## config.mk

```make
export PLATFORM = sky130hd
export DESIGN_NAME = infix_expression_evaluator_core
export DESIGN_NICKNAME = d
export VERILOG_FILES = /design/src/hw/rtl/ieec_pkg.sv /design/src/hw/rtl/infix_expression_evaluator_core.sv /design/src/hw/rtl/ieec_alu.sv /design/src/hw/rtl/ieec_datapath.sv /design/src/hw/rtl/ieec_controller.sv
export VERILOG_INCLUDE_DIRS = /design/src /design/src/hw/rtl
export SDC_FILE = /design/constraint.sdc
export NUM_CORES = 2
export LEC_CHECK = 0
export BUFFER_PORTS_ARGS = -buffer_cell sky130_fd_sc_hd__buf_2
export CAP_MARGIN = 20
export CORE_ASPECT_RATIO = 0.7
export CORE_MARGIN = 2
export CORE_UTILIZATION = 40
export CTS_BUF_LIST = sky130_fd_sc_hd__clkbuf_8
export DETAILED_ROUTE_END_ITERATION = 12
export GPL_ROUTABILITY_DRIVEN = 0
export SLEW_MARGIN = 20
export SYNTH_ARGS = -nofsm -noshare
export SYNTH_HDL_FRONTEND = slang
export SYNTH_SLANG_ARGS = --single-unit
```

## constraint.sdc

```tcl
create_clock -name clk -period 21.7 [get_ports clk]
set_input_delay 3.255 -clock clk [delete_from_list [all_inputs] [get_ports clk]]
set_output_delay 3.255 -clock clk [all_outputs]
set_load 0.1 [all_outputs]
```

## src/hw/rtl/infix_expression_evaluator_core_defines.svh

```systemverilog
// ----------------------------------------------------------------------------
// Assertion macros for the infix expression evaluator
// Shared concurrent assertion forms, clocked and disabled during reset.
// ----------------------------------------------------------------------------
`ifndef INFIX_EXPRESSION_EVALUATOR_CORE_DEFINES_SVH
`define INFIX_EXPRESSION_EVALUATOR_CORE_DEFINES_SVH

// same-cycle implication
`define IEEC_ASSERT_IMPLY(label, clk, rst_n, ante, cons) \
    label: assert property (@(posedge clk) disable iff (!rst_n) (ante) |-> (cons)) \
        else $error("assertion failed");

// next-cycle implication
`define IEEC_ASSERT_NEXT(label, clk, rst_n, ante, cons) \
    label: assert property (@(posedge clk) disable iff (!rst_n) (ante) |=> (cons)) \
        else $error("assertion failed");

`endif

```

## src/hw/rtl/ieec_pkg.sv

```systemverilog
// ----------------------------------------------------------------------------
// ieec_pkg
// Types and constants shared by the expression evaluator modules.
// ----------------------------------------------------------------------------
package ieec_pkg;

    typedef enum logic [2:0] {
        OP_NONE = 3'd0,
        OP_ADD  = 3'd1,
        OP_SUB  = 3'd2,
        OP_MUL  = 3'd3,
        OP_DIV  = 3'd4
    } op_t;

    typedef enum logic [1:0] {
        ST_OK         = 2'd0,
        ST_DIV_ZERO   = 2'd1,
        ST_TOO_DEEP   = 2'd2,
        ST_UNBALANCED = 2'd3
    } status_t;

    localparam logic [7:0] CH_PLUS  = 8'h2B;
    localparam logic [7:0] CH_MINUS = 8'h2D;
    localparam logic [7:0] CH_STAR  = 8'h2A;
    localparam logic [7:0] CH_SLASH = 8'h2F;
    localparam logic [7:0] CH_OPEN  = 8'h28;
    localparam logic [7:0] CH_CLOSE = 8'h29;
    localparam logic [7:0] CH_ZERO  = 8'h30;
    localparam logic [7:0] CH_NINE  = 8'h39;

    typedef enum logic [2:0] {
        CK_DIGIT,
        CK_OPEN,
        CK_CLOSE,
        CK_ADDSUB,
        CK_MULDIV,
        CK_OTHER
    } char_kind_t;

    typedef enum logic [3:0] {
        DP_NOP,
        DP_LOAD,
        DP_DIGIT,
        DP_DELIVER,
        DP_READ_BELOW,
        DP_FOLD_ADD,
        DP_ALU_START,
        DP_FOLD_ALU,
        DP_PUSH,
        DP_POP,
        DP_SET_ERR,
        DP_FINISH
    } dp_op_t;

    typedef struct packed {
        dp_op_t  op;
        status_t err;
    } dp_cmd_t;

    typedef struct packed {
        char_kind_t kind;
        logic       last;
        logic       in_num;
        logic       err;
        op_t        top_op;
        op_t        rd_op;
        logic       sp_ge2;
        logic       sp_full;
        logic       sp_is1;
        logic       alu_done;
        logic       out_busy;
    } dp_status_t;

    typedef enum logic [3:0] {
        S_IDLE,
        S_DECODE,
        S_CHAR,
        S_OPEN,
        S_CLOSE,
        S_POP,
        S_TAIL,
        S_COLL,
        S_END_CHK,
        S_FINISH,
        S_FOLD_RD,
        S_FOLD_EX,
        S_FOLD_WAIT
    } ctl_state_t;

endpackage

```

## src/hw/rtl/infix_expression_evaluator_core.sv

```systemverilog
// ----------------------------------------------------------------------------
// infix_expression_evaluator_core
// Evaluates a character stream as an integer infix expression.
// ----------------------------------------------------------------------------
// One character is taken per item, and ready drops until the item is done.
// A digit is added into the number accumulator; '(', '*' and '/' push an
// entry, '+' and '-' collapse the level and then push, ')' collapses and
// pops, and other characters are ignored. A number that ends under a pending
// * or /, or a ')' whose enclosing entry carries * or /, folds at once
// through the bit-serial multiply/divide unit. While '+', '-', ')' or the
// last character collapse a level, each + or - entry is folded directly and
// each * or / entry goes through the multiply/divide unit. The last character
// then posts the result. The result sits in an output register, so new
// characters are taken while it waits; a following result waits until the
// previous one is taken.
module infix_expression_evaluator_core
    import ieec_pkg::*;
#(
    parameter int STACK_DEPTH = 32,
    parameter int VALUE_WIDTH = 32
)
(
    input  logic               clk,
    input  logic               rst_n,
    input  logic               in_valid,
    output logic               in_ready,
    input  logic [7:0]         character,
    input  logic               is_last,
    output logic               out_valid,
    input  logic               out_ready,
    output logic signed [31:0] value,
    output logic [1:0]         status
);

    dp_cmd_t    cmd;
    dp_status_t stat;

    ieec_controller u_ctl (
        .clk      (clk),
        .rst_n    (rst_n),
        .in_valid (in_valid),
        .in_ready (in_ready),
        .stat     (stat),
        .cmd      (cmd)
    );

    ieec_datapath #(
        .STACK_DEPTH (STACK_DEPTH),
        .VALUE_WIDTH (VALUE_WIDTH)
    ) u_dp (
        .clk       (clk),
        .rst_n     (rst_n),
        .cmd       (cmd),
        .stat      (stat),
        .character (character),
        .is_last   (is_last),
        .out_ready (out_ready),
        .out_valid (out_valid),
        .value     (value),
        .status    (status)
    );

endmodule

```

## src/hw/rtl/ieec_alu.sv

```systemverilog
// ----------------------------------------------------------------------------
// ieec_alu
// Iterative multiplier and signed divider, one bit per cycle.
// ----------------------------------------------------------------------------
module ieec_alu
    import ieec_pkg::*;
#(
    parameter int VALUE_WIDTH = 32
)
(
    input  logic                   clk,
    input  logic                   rst_n,
    input  logic                   start,
    input  logic                   is_div,
    input  logic [VALUE_WIDTH-1:0] a,
    input  logic [VALUE_WIDTH-1:0] b,
    output logic                   done,
    output logic [VALUE_WIDTH-1:0] result
);

    localparam int W  = VALUE_WIDTH;
    localparam int CW = $clog2(W);

    logic          busy_reg, busy_next;
    logic          done_reg, done_next;
    logic [CW-1:0] cnt_reg, cnt_next;
    logic          div_reg, div_next;
    logic          neg_reg, neg_next;
    logic [W-1:0]  acc_reg, acc_next;
    logic [W-1:0]  x_reg, x_next;
    logic [W-1:0]  y_reg, y_next;
    logic [W:0]    shifted;
    logic [W:0]    diff;

    always_comb
    begin
        busy_next = busy_reg;
        done_next = 1'b0;
        cnt_next  = cnt_reg;
        div_next  = div_reg;
        neg_next  = neg_reg;
        acc_next  = acc_reg;
        x_next    = x_reg;
        y_next    = y_reg;
        shifted   = {acc_reg, y_reg[W-1]};
        diff      = shifted - {1'b0, x_reg};
        if (start)
        begin
            busy_next = 1'b1;
            cnt_next  = '0;
            div_next  = is_div;
            neg_next  = a[W-1] ^ b[W-1];
            acc_next  = '0;
            if (is_div)
            begin
                x_next = b[W-1] ? (-b) : b;
                y_next = a[W-1] ? (-a) : a;
            end
            else
            begin
                x_next = a;
                y_next = b;
            end
        end
        else if (busy_reg)
        begin
            if (div_reg)
            begin
                // restoring step: keep the remainder if the trial goes negative
                if (!diff[W])
                begin
                    acc_next = diff[W-1:0];
                    y_next   = {y_reg[W-2:0], 1'b1};
                end
                else
                begin
                    acc_next = shifted[W-1:0];
                    y_next   = {y_reg[W-2:0], 1'b0};
                end
            end
            else
            begin
                if (y_reg[0])
                begin
                    acc_next = acc_reg + x_reg;
                end
                x_next = {x_reg[W-2:0], 1'b0};
                y_next = {1'b0, y_reg[W-1:1]};
            end
            cnt_next = cnt_reg + 1'b1;
            if (cnt_reg == CW'(W - 1))
            begin
                busy_next = 1'b0;
                done_next = 1'b1;
            end
        end
    end

    always_ff @(posedge clk or negedge rst_n)
    begin
        if (!rst_n)
        begin
            busy_reg <= 1'b0;
            done_reg <= 1'b0;
            cnt_reg  <= '0;
        end
        else
        begin
            busy_reg <= busy_next;
            done_reg <= done_next;
            cnt_reg  <= cnt_next;
        end
    end

    always_ff @(posedge clk)
    begin
        div_reg <= div_next;
        neg_reg <= neg_next;
        acc_reg <= acc_next;
        x_reg   <= x_next;
        y_reg   <= y_next;
    end

    assign done   = done_reg;
    assign result = div_reg ? (neg_reg ? (-y_reg) : y_reg) : acc_reg;

endmodule

```

## src/hw/rtl/ieec_datapath.sv

```systemverilog
// ----------------------------------------------------------------------------
// ieec_datapath
// Operand and operator stack, number accumulator, error and result registers.
// ----------------------------------------------------------------------------
`include "infix_expression_evaluator_core_defines.svh"

module ieec_datapath
    import ieec_pkg::*;
#(
    parameter int STACK_DEPTH = 32,
    parameter int VALUE_WIDTH = 32
)
(
    input  logic              clk,
    input  logic              rst_n,
    input  dp_cmd_t           cmd,
    output dp_status_t        stat,
    input  logic [7:0]        character,
    input  logic              is_last,
    input  logic              out_ready,
    output logic              out_valid,
    output logic signed [31:0] value,
    output logic [1:0]        status
);

    localparam int W     = VALUE_WIDTH;
    localparam int SP_W  = $clog2(STACK_DEPTH + 1);
    localparam int IDX_W = $clog2(STACK_DEPTH);

    typedef struct packed {
        op_t          op;
        logic [W-1:0] val;
    } entry_t;

    entry_t          mem [STACK_DEPTH];

    logic [7:0]      char_reg, char_next;
    logic            last_reg, last_next;
    logic [W-1:0]    acc_reg, acc_next;
    logic            in_num_reg, in_num_next;
    status_t         err_reg, err_next;
    logic [SP_W-1:0] sp_reg, sp_next;
    logic [W-1:0]    top_val_reg, top_val_next;
    op_t             top_op_reg, top_op_next;
    entry_t          rd_reg;
    logic            out_valid_reg, out_valid_next;
    logic [31:0]     value_reg, value_next;
    status_t         status_reg, status_next;

    logic [IDX_W-1:0] wr_idx;
    logic [IDX_W-1:0] rd_idx;
    logic             is_digit;
    op_t              char_op;
    logic             alu_done;
    logic [W-1:0]     alu_result;
    logic signed [W-1:0] top_signed;

    assign wr_idx     = IDX_W'(sp_reg - 1'b1);
    assign rd_idx     = IDX_W'(sp_reg - 2'd2);
    assign is_digit   = (char_reg >= CH_ZERO) && (char_reg <= CH_NINE);
    assign top_signed = top_val_reg;

    always_comb
    begin
        unique case (char_reg)
            CH_PLUS:  char_op = OP_ADD;
            CH_MINUS: char_op = OP_SUB;
            CH_STAR:  char_op = OP_MUL;
            CH_SLASH: char_op = OP_DIV;
            default:  char_op = OP_NONE;
        endcase
    end

    ieec_alu #(
        .VALUE_WIDTH(VALUE_WIDTH)
    ) u_alu (
        .clk    (clk),
        .rst_n  (rst_n),
        .start  (cmd.op == DP_ALU_START),
        .is_div (top_op_reg == OP_DIV),
        .a      (rd_reg.val),
        .b      (top_val_reg),
        .done   (alu_done),
        .result (alu_result)
    );

    always_comb
    begin
        char_next      = char_reg;
        last_next      = last_reg;
        acc_next       = acc_reg;
        in_num_next    = in_num_reg;
        err_next       = err_reg;
        sp_next        = sp_reg;
        top_val_next   = top_val_reg;
        top_op_next    = top_op_reg;
        out_valid_next = out_valid_reg;
        value_next     = value_reg;
        status_next    = status_reg;
        if (out_valid_reg && out_ready)
        begin
            out_valid_next = 1'b0;
        end
        unique case (cmd.op)
            DP_LOAD:
            begin
                char_next = character;
                last_next = is_last;
            end
            DP_DIGIT:
            begin
                acc_next    = {acc_reg[W-4:0], 3'b000} + {acc_reg[W-2:0], 1'b0}
                              + W'(char_reg - CH_ZERO);
                in_num_next = 1'b1;
            end
            DP_DELIVER:
            begin
                top_val_next = acc_reg;
                acc_next     = '0;
                in_num_next  = 1'b0;
            end
            DP_FOLD_ADD:
            begin
                top_val_next = (top_op_reg == OP_ADD) ? (rd_reg.val + top_val_reg)
                                                      : (rd_reg.val - top_val_reg);
                top_op_next  = rd_reg.op;
                sp_next      = sp_reg - 1'b1;
            end
            DP_FOLD_ALU:
            begin
                if (top_op_reg == OP_DIV && top_val_reg == '0)
                begin
                    err_next = ST_DIV_ZERO;
                end
                else
                begin
                    top_val_next = alu_result;
                    top_op_next  = rd_reg.op;
                    sp_next      = sp_reg - 1'b1;
                end
            end
            DP_PUSH:
            begin
                top_val_next = '0;
                top_op_next  = char_op;
                sp_next      = sp_reg + 1'b1;
            end
            DP_POP:
            begin
                // the closed level's value stays on top as the delivered operand
                top_op_next = rd_reg.op;
                sp_next     = sp_reg - 1'b1;
            end
            DP_SET_ERR:
            begin
                err_next = cmd.err;
            end
            DP_FINISH:
            begin
                out_valid_next = 1'b1;
                value_next     = (err_reg == ST_OK) ? 32'(top_signed) : '0;
                status_next    = err_reg;
                acc_next       = '0;
                in_num_next    = 1'b0;
                err_next       = ST_OK;
                sp_next        = SP_W'(1);
                top_val_next   = '0;
                top_op_next    = OP_NONE;
            end
            default:
            begin
            end
        endcase
    end

    always_ff @(posedge clk or negedge rst_n)
    begin
        if (!rst_n)
        begin
            last_reg      <= 1'b0;
            acc_reg       <= '0;
            in_num_reg    <= 1'b0;
            err_reg       <= ST_OK;
            sp_reg        <= SP_W'(1);
            top_val_reg   <= '0;
            top_op_reg    <= OP_NONE;
            out_valid_reg <= 1'b0;
        end
        else
        begin
            last_reg      <= last_next;
            acc_reg       <= acc_next;
            in_num_reg    <= in_num_next;
            err_reg       <= err_next;
            sp_reg        <= sp_next;
            top_val_reg   <= top_val_next;
            top_op_reg    <= top_op_next;
            out_valid_reg <= out_valid_next;
        end
    end

    always_ff @(posedge clk)
    begin
        char_reg   <= char_next;
        value_reg  <= value_next;
        status_reg <= status_next;
    end

    // stack below the top entry
    always_ff @(posedge clk)
    begin
        if (cmd.op == DP_PUSH)
        begin
            mem[wr_idx] <= '{op: top_op_reg, val: top_val_reg};
        end
        if (cmd.op == DP_READ_BELOW)
        begin
            rd_reg <= mem[rd_idx];
        end
    end

    always_comb
    begin
        if (is_digit)
        begin
            stat.kind = CK_DIGIT;
        end
        else if (char_reg == CH_OPEN)
        begin
            stat.kind = CK_OPEN;
        end
        else if (char_reg == CH_CLOSE)
        begin
            stat.kind = CK_CLOSE;
        end
        else if (char_op == OP_ADD || char_op == OP_SUB)
        begin
            stat.kind = CK_ADDSUB;
        end
        else if (char_op == OP_MUL || char_op == OP_DIV)
        begin
            stat.kind = CK_MULDIV;
        end
        else
        begin
            stat.kind = CK_OTHER;
        end
        stat.last     = last_reg;
        stat.in_num   = in_num_reg;
        stat.err      = (err_reg != ST_OK);
        stat.top_op   = top_op_reg;
        stat.rd_op    = rd_reg.op;
        stat.sp_ge2   = (sp_reg >= SP_W'(2));
        stat.sp_full  = (sp_reg >= SP_W'(STACK_DEPTH));
        stat.sp_is1   = (sp_reg == SP_W'(1));
        stat.alu_done = alu_done;
        stat.out_busy = out_valid_reg && !out_ready;
    end

    assign out_valid = out_valid_reg;
    assign value     = value_reg;
    assign status    = status_reg;

    `IEEC_ASSERT_IMPLY(a_sp_range, clk, rst_n, 1'b1, sp_reg != '0 && sp_reg <= SP_W'(STACK_DEPTH))
    `IEEC_ASSERT_NEXT(a_finish_clears, clk, rst_n, cmd.op == DP_FINISH, out_valid_reg && sp_reg == SP_W'(1) && err_reg == ST_OK)
    `IEEC_ASSERT_NEXT(a_err_sticks, clk, rst_n, err_reg != ST_OK && cmd.op != DP_FINISH, err_reg == $past(err_reg))
    `IEEC_ASSERT_IMPLY(a_base_no_op, clk, rst_n, sp_reg == SP_W'(1), top_op_reg == OP_NONE)

endmodule

```

## src/hw/rtl/ieec_controller.sv

```systemverilog
// ----------------------------------------------------------------------------
// ieec_controller
// Sequencer: decodes each item and walks the stack reductions.
// ----------------------------------------------------------------------------
module ieec_controller
    import ieec_pkg::*;
(
    input  logic       clk,
    input  logic       rst_n,
    input  logic       in_valid,
    output logic       in_ready,
    input  dp_status_t stat,
    output dp_cmd_t    cmd
);

    ctl_state_t state_reg, state_next;
    ctl_state_t fold_ret_reg, fold_ret_next;
    ctl_state_t coll_ret_reg, coll_ret_next;

    function automatic logic is_muldiv(input op_t op);
        return (op == OP_MUL) || (op == OP_DIV);
    endfunction

    always_ff @(posedge clk or negedge rst_n)
    begin
        if (!rst_n)
        begin
            state_reg    <= S_IDLE;
            fold_ret_reg <= S_IDLE;
            coll_ret_reg <= S_IDLE;
        end
        else
        begin
            state_reg    <= state_next;
            fold_ret_reg <= fold_ret_next;
            coll_ret_reg <= coll_ret_next;
        end
    end

    always_comb
    begin
        state_next    = state_reg;
        fold_ret_next = fold_ret_reg;
        coll_ret_next = coll_ret_reg;
        cmd.op        = DP_NOP;
        cmd.err       = ST_OK;
        in_ready      = 1'b0;
        unique case (state_reg)
            S_IDLE:
            begin
                in_ready = 1'b1;
                if (in_valid)
                begin
                    cmd.op     = DP_LOAD;
                    state_next = S_DECODE;
                end
            end
            S_DECODE:
            begin
                if (stat.err)
                begin
                    state_next = S_TAIL;
                end
                else if (stat.kind == CK_DIGIT)
                begin
                    cmd.op     = DP_DIGIT;
                    state_next = S_TAIL;
                end
                else if (stat.in_num)
                begin
                    // a finished number lands on top; fold at once under * or /
                    cmd.op = DP_DELIVER;
                    if (is_muldiv(stat.top_op))
                    begin
                        fold_ret_next = S_CHAR;
                        state_next    = S_FOLD_RD;
                    end
                    else
                    begin
                        state_next = S_CHAR;
                    end
                end
                else
                begin
                    state_next = S_CHAR;
                end
            end
            S_CHAR:
            begin
                state_next = S_TAIL;
                if (!stat.err)
                begin
                    unique case (stat.kind)
                        CK_OPEN, CK_MULDIV:
                        begin
                            if (stat.sp_full)
                            begin
                                cmd.op  = DP_SET_ERR;
                                cmd.err = ST_TOO_DEEP;
                            end
                            else
                            begin
                                cmd.op = DP_PUSH;
                            end
                        end
                        CK_ADDSUB:
                        begin
                            coll_ret_next = S_OPEN;
                            state_next    = S_COLL;
                        end
                        CK_CLOSE:
                        begin
                            coll_ret_next = S_CLOSE;
                            state_next    = S_COLL;
                        end
                        default:
                        begin
                        end
                    endcase
                end
            end
            S_OPEN:
            begin
                state_next = S_TAIL;
                if (!stat.err)
                begin
                    if (stat.sp_full)
                    begin
                        cmd.op  = DP_SET_ERR;
                        cmd.err = ST_TOO_DEEP;
                    end
                    else
                    begin
                        cmd.op = DP_PUSH;
                    end
                end
            end
            S_CLOSE:
            begin
                state_next = S_TAIL;
                if (!stat.err)
                begin
                    if (!stat.sp_ge2)
                    begin
                        cmd.op  = DP_SET_ERR;
                        cmd.err = ST_UNBALANCED;
                    end
                    else
                    begin
                        cmd.op     = DP_READ_BELOW;
                        state_next = S_POP;
                    end
                end
            end
            S_POP:
            begin
                cmd.op = DP_POP;
                if (is_muldiv(stat.rd_op))
                begin
                    fold_ret_next = S_TAIL;
                    state_next    = S_FOLD_RD;
                end
                else
                begin
                    state_next = S_TAIL;
                end
            end
            S_TAIL:
            begin
                if (!stat.last)
                begin
                    state_next = S_IDLE;
                end
                else
                begin
                    coll_ret_next = S_END_CHK;
                    state_next    = S_COLL;
                    if (!stat.err && stat.in_num)
                    begin
                        cmd.op = DP_DELIVER;
                        if (is_muldiv(stat.top_op))
                        begin
                            fold_ret_next = S_COLL;
                            state_next    = S_FOLD_RD;
                        end
                    end
                end
            end
            S_COLL:
            begin
                if (!stat.err && stat.sp_ge2 && stat.top_op != OP_NONE)
                begin
                    fold_ret_next = S_COLL;
                    state_next    = S_FOLD_RD;
                end
                else
                begin
                    state_next = coll_ret_reg;
                end
            end
            S_END_CHK:
            begin
                if (!stat.err && !stat.sp_is1)
                begin
                    cmd.op  = DP_SET_ERR;
                    cmd.err = ST_UNBALANCED;
                end
                state_next = S_FINISH;
            end
            S_FINISH:
            begin
                // hold until the previous result has been taken
                if (!stat.out_busy)
                begin
                    cmd.op     = DP_FINISH;
                    state_next = S_IDLE;
                end
            end
            S_FOLD_RD:
            begin
                cmd.op     = DP_READ_BELOW;
                state_next = S_FOLD_EX;
            end
            S_FOLD_EX:
            begin
                if (stat.top_op == OP_ADD || stat.top_op == OP_SUB)
                begin
                    cmd.op     = DP_FOLD_ADD;
                    state_next = fold_ret_reg;
                end
                else
                begin
                    cmd.op     = DP_ALU_START;
                    state_next = S_FOLD_WAIT;
                end
            end
            S_FOLD_WAIT:
            begin
                if (stat.alu_done)
                begin
                    cmd.op     = DP_FOLD_ALU;
                    state_next = fold_ret_reg;
                end
            end
            default:
            begin
                state_next = S_IDLE;
            end
        endcase
    end

endmodule
```

==> impl_metrics.env <==
export IMPL_fillCellCount=14200
export IMPL_top_register="u_dp.mem"
export IMPL_boundaryPins=49
export IMPL_htree_levels=4
export IMPL_path_cells="inv_1, ha_1, or3b_4, or3_4, nand2b_1, or3_1, or3_1, o31ai_1, xnor2_1, ha_1, a21o_1, a21oi_1, o21ai_0, a21oi_1, inv_1, a21oi_1, a311oi_1, a21oi_1, o41a_1, nand3_1"
export IMPL_hpwlAfterDp_um=110000
export IMPL_maxSlewHeadroom_pct=24.9
export IMPL_drt_first_pass_iters=6
export IMPL_worst_pin_slew_ps=1120
export IMPL_grt_total_usage_pct=22.0
export IMPL_path_clk_slew_ps=70
export IMPL_hold_viol_final=0
export IMPL_rsz0062_at_grt="false"
export IMPL_worst_setup_path_end_kind="flop"
export IMPL_path_max_fanout=35
export IMPL_power_total_uw=4890
export IMPL_slowest_delay_ps=890
export IMPL_layout_setup_ws_ps=15540
export IMPL_worst_path_max_delay_cell="a311oi_1"
export IMPL_postRouteAntennaNets=0
export IMPL_cts_setup_buffers=0
export IMPL_p_leak_uw=0.0220
export IMPL_final_min_clock_period_ps=6160
export IMPL_critPathBufInv=2
export IMPL_die_h_um=341
export IMPL_cts_buffer_depth=3
export IMPL_drive_gt1_share_pct=19.9
export IMPL_grt_pass1_vias=37900
export IMPL_syn_inst=4216
export IMPL_async_flop_share_pct=6.83
export IMPL_hold_path_class="flop to flop"
export IMPL_synth_area_per_cell_sq_um=15.4
export IMPL_root_buffer="clkbuf_8"
export IMPL_status="completed"
export IMPL_setup_viol=0
export IMPL_required_ps=22540
export IMPL_cts_buffers=199
export IMPL_fmax_ghz=0.162
export IMPL_syn_area_sq_um=64800
export IMPL_fin_util_pct=44.6
export IMPL_dieArea_sq_um=165000
export IMPL_synth_flop_cell="edfxtp_1"
export IMPL_cts_resized=0
export IMPL_cpMostUsedCell="a21oi_1"
export IMPL_wl_um=183000
export IMPL_hold_buffers=0
export IMPL_initial_core_util_pct=40.3
export IMPL_seq_area_frac_synth_pct=63.2
export IMPL_multi_input_area_sq_um=22800
export IMPL_cts_tree="done"
export IMPL_synthToLayoutAreaGrowth_pct=10.7
export IMPL_tns_ps=0
export IMPL_syn_nets=4405
export IMPL_worstPathArrival_ps=7000
export IMPL_fin_nets=4539
export IMPL_numPortBuffers=48
export IMPL_grt_pass1_wl_um=267000
export IMPL_cts_num_sinks=1390
export IMPL_maxSlewViolCount=0
export IMPL_ir_worst_vdd_mv=0.0616
export IMPL_avgRoutedWirePerCell_um=27.5
export IMPL_register_area_sq_um=41000
export IMPL_die_w_um=485
export IMPL_critical_path_top_delay_family="compound AO/OA/AOI/OAI gates"
export IMPL_vias=39600
export IMPL_cap_viol_max_count=0
export IMPL_ys_types=88
export IMPL_period_share_pct=28.4
export IMPL_clock_skew_ps=81.2
export IMPL_pre_cts_slack_ps=15670
export IMPL_drtIter0Drc=5259
export IMPL_p_per_area_nw_per_um2=68.2
export IMPL_drc_errors=0
export IMPL_ys_seq_elements=1390
export IMPL_yosys_warnings=0
export IMPL_vias_per_cell=5.96
export IMPL_antenna_found_initial=9
export IMPL_clock_latency_ps=930
export IMPL_grt_max_degree=106
export IMPL_crit_path_start_kind="flop"
export IMPL_largest_reg_flops=1120
export IMPL_grt_remaining_overflow=0
export IMPL_core_rowCount=123
export IMPL_fp_coreArea_sq_um=161000
export IMPL_synth_edf_count=1263
export IMPL_crit_type="flop to flop"
cells by family after synthesis:
group	count (synthesis)	share of synthesized area, %
flops	1390	63.2
compound gates	844	8.37
simple gates	796	5.82
mux	448	13.8
buf+inv	341	2.04
xor+xnor	221	2.99
fa+ha+maj	176	3.77
placed cells by master (no fill, tap or decap), types with 94 or more instances in the layout:
master	count
buf_4	114
clkbuf_8	205
nor2_1	152
mux4_2	350
ha_1	143
edfxtp_1	1263
o21ai_0	259
a21oi_1	170
xnor2_1	94
nand2_1	291
xor2_1	125
inv_1	168
synthesized netlist by cell type (all sizes together), types with 34 or more instances:
cell	number	area (sq um)
nand2	292	1100
dfrtp	94	2350
mux2	45	507
xor2	126	1100
nand3	40	200
nor3	71	355
o211ai	70	526
inv	109	409
or3	36	230
nor2	163	612
buf	46	213
xnor2	95	832
clkbuf	185	694
and2	40	250
o21ai	264	1330
a21oi	170	851
o31ai	34	255
mux4	350	7880
mux2i	53	531
nand2b	34	213
a21o	50	375
ha	144	1800
edfxtp	1263	37900
area by class of cell:
type	count	share of cell area [%]
Sequential cell	1390	57.1
Multi-Input combinational cell	2485	31.8
Clock buffer	205	3.93
Tap cell	2125	3.71
Timing Repair Buffer	164	1.61
Clock inverter	153	1.27
Inverter	110	0.579
Antenna cell	3	0.0105
layer usage:
layer	vias to the layer above	track usage, %	share of wire [%]
li1	16900	-	-
met1	20500	35.9	47
met2	1866	29.7	41
met3	213	4.71	10
met4	0	4.77	1.5
met5	-	0	0
power by group:
| part | internal (uW) | switching, uW |
|---|---|---|
| Clock | 968 | 1040 |
| Sequential | 2880 | 0.00000000000000315 |
| Combinational | 0.931 | 4.49 |
worst reg2reg max path: stages (launching register included):
cell and delay (ps):
dfrtp_1 770, inv_1 350, ha_1 290, or3b_4 410
or3_4 400, nand2b_1 190, or3_1 360, or3_1 390
o31ai_1 270, xnor2_1 160, ha_1 210, a21o_1 140
a21oi_1 60, o21ai_0 280, a21oi_1 130, inv_1 70
a21oi_1 70, a311oi_1 890, a21oi_1 220, o41a_1 350
nand3_1 80
final timing paths:
| path | start | slack, ps | endpoint | depth (start not counted) |
|---|---|---|---|---|
| min | u_ctl.fold_ret_reg[1]$_DFFE_PN0P_ | 480 | u_ctl.fold_ret_reg[1]$_DFFE_PN0P_ | 1 |
| max | u_dp.top_signed[1]$_DFFE_PN0P_ | 15540 | u_dp.top_signed[26]$_DFFE_PN0P_ | 20 |
| max in group asynchronous | rst_n | 17990 | u_dp.sp_reg[1]$_DFFE_PN0P_ | 2 |
| max reg2reg | u_dp.top_signed[1]$_DFFE_PN0P_ | 15540 | u_dp.top_signed[26]$_DFFE_PN0P_ | 20 |
| min in group asynchronous | rst_n | 2380 | u_dp.u_alu.cnt_reg[0]$_DFFE_PN0P_ | 1 |
| min reg2reg | u_ctl.fold_ret_reg[1]$_DFFE_PN0P_ | 480 | u_ctl.fold_ret_reg[1]$_DFFE_PN0P_ | 1 |
stage by stage:
step | area, sq um | hold slack [ps] | cells
finish | 71700 | 484 | 6635
global route | 71700 | 494 | 6635
CTS | 71700 | 486 | 6632
detailed placement | 68000 | 466 | 6274
global placement | 68000 | 469 | 6274
floorplan | 64800 | 435 | 4216
Note: power is estimated with default switching activity, not from simulation.
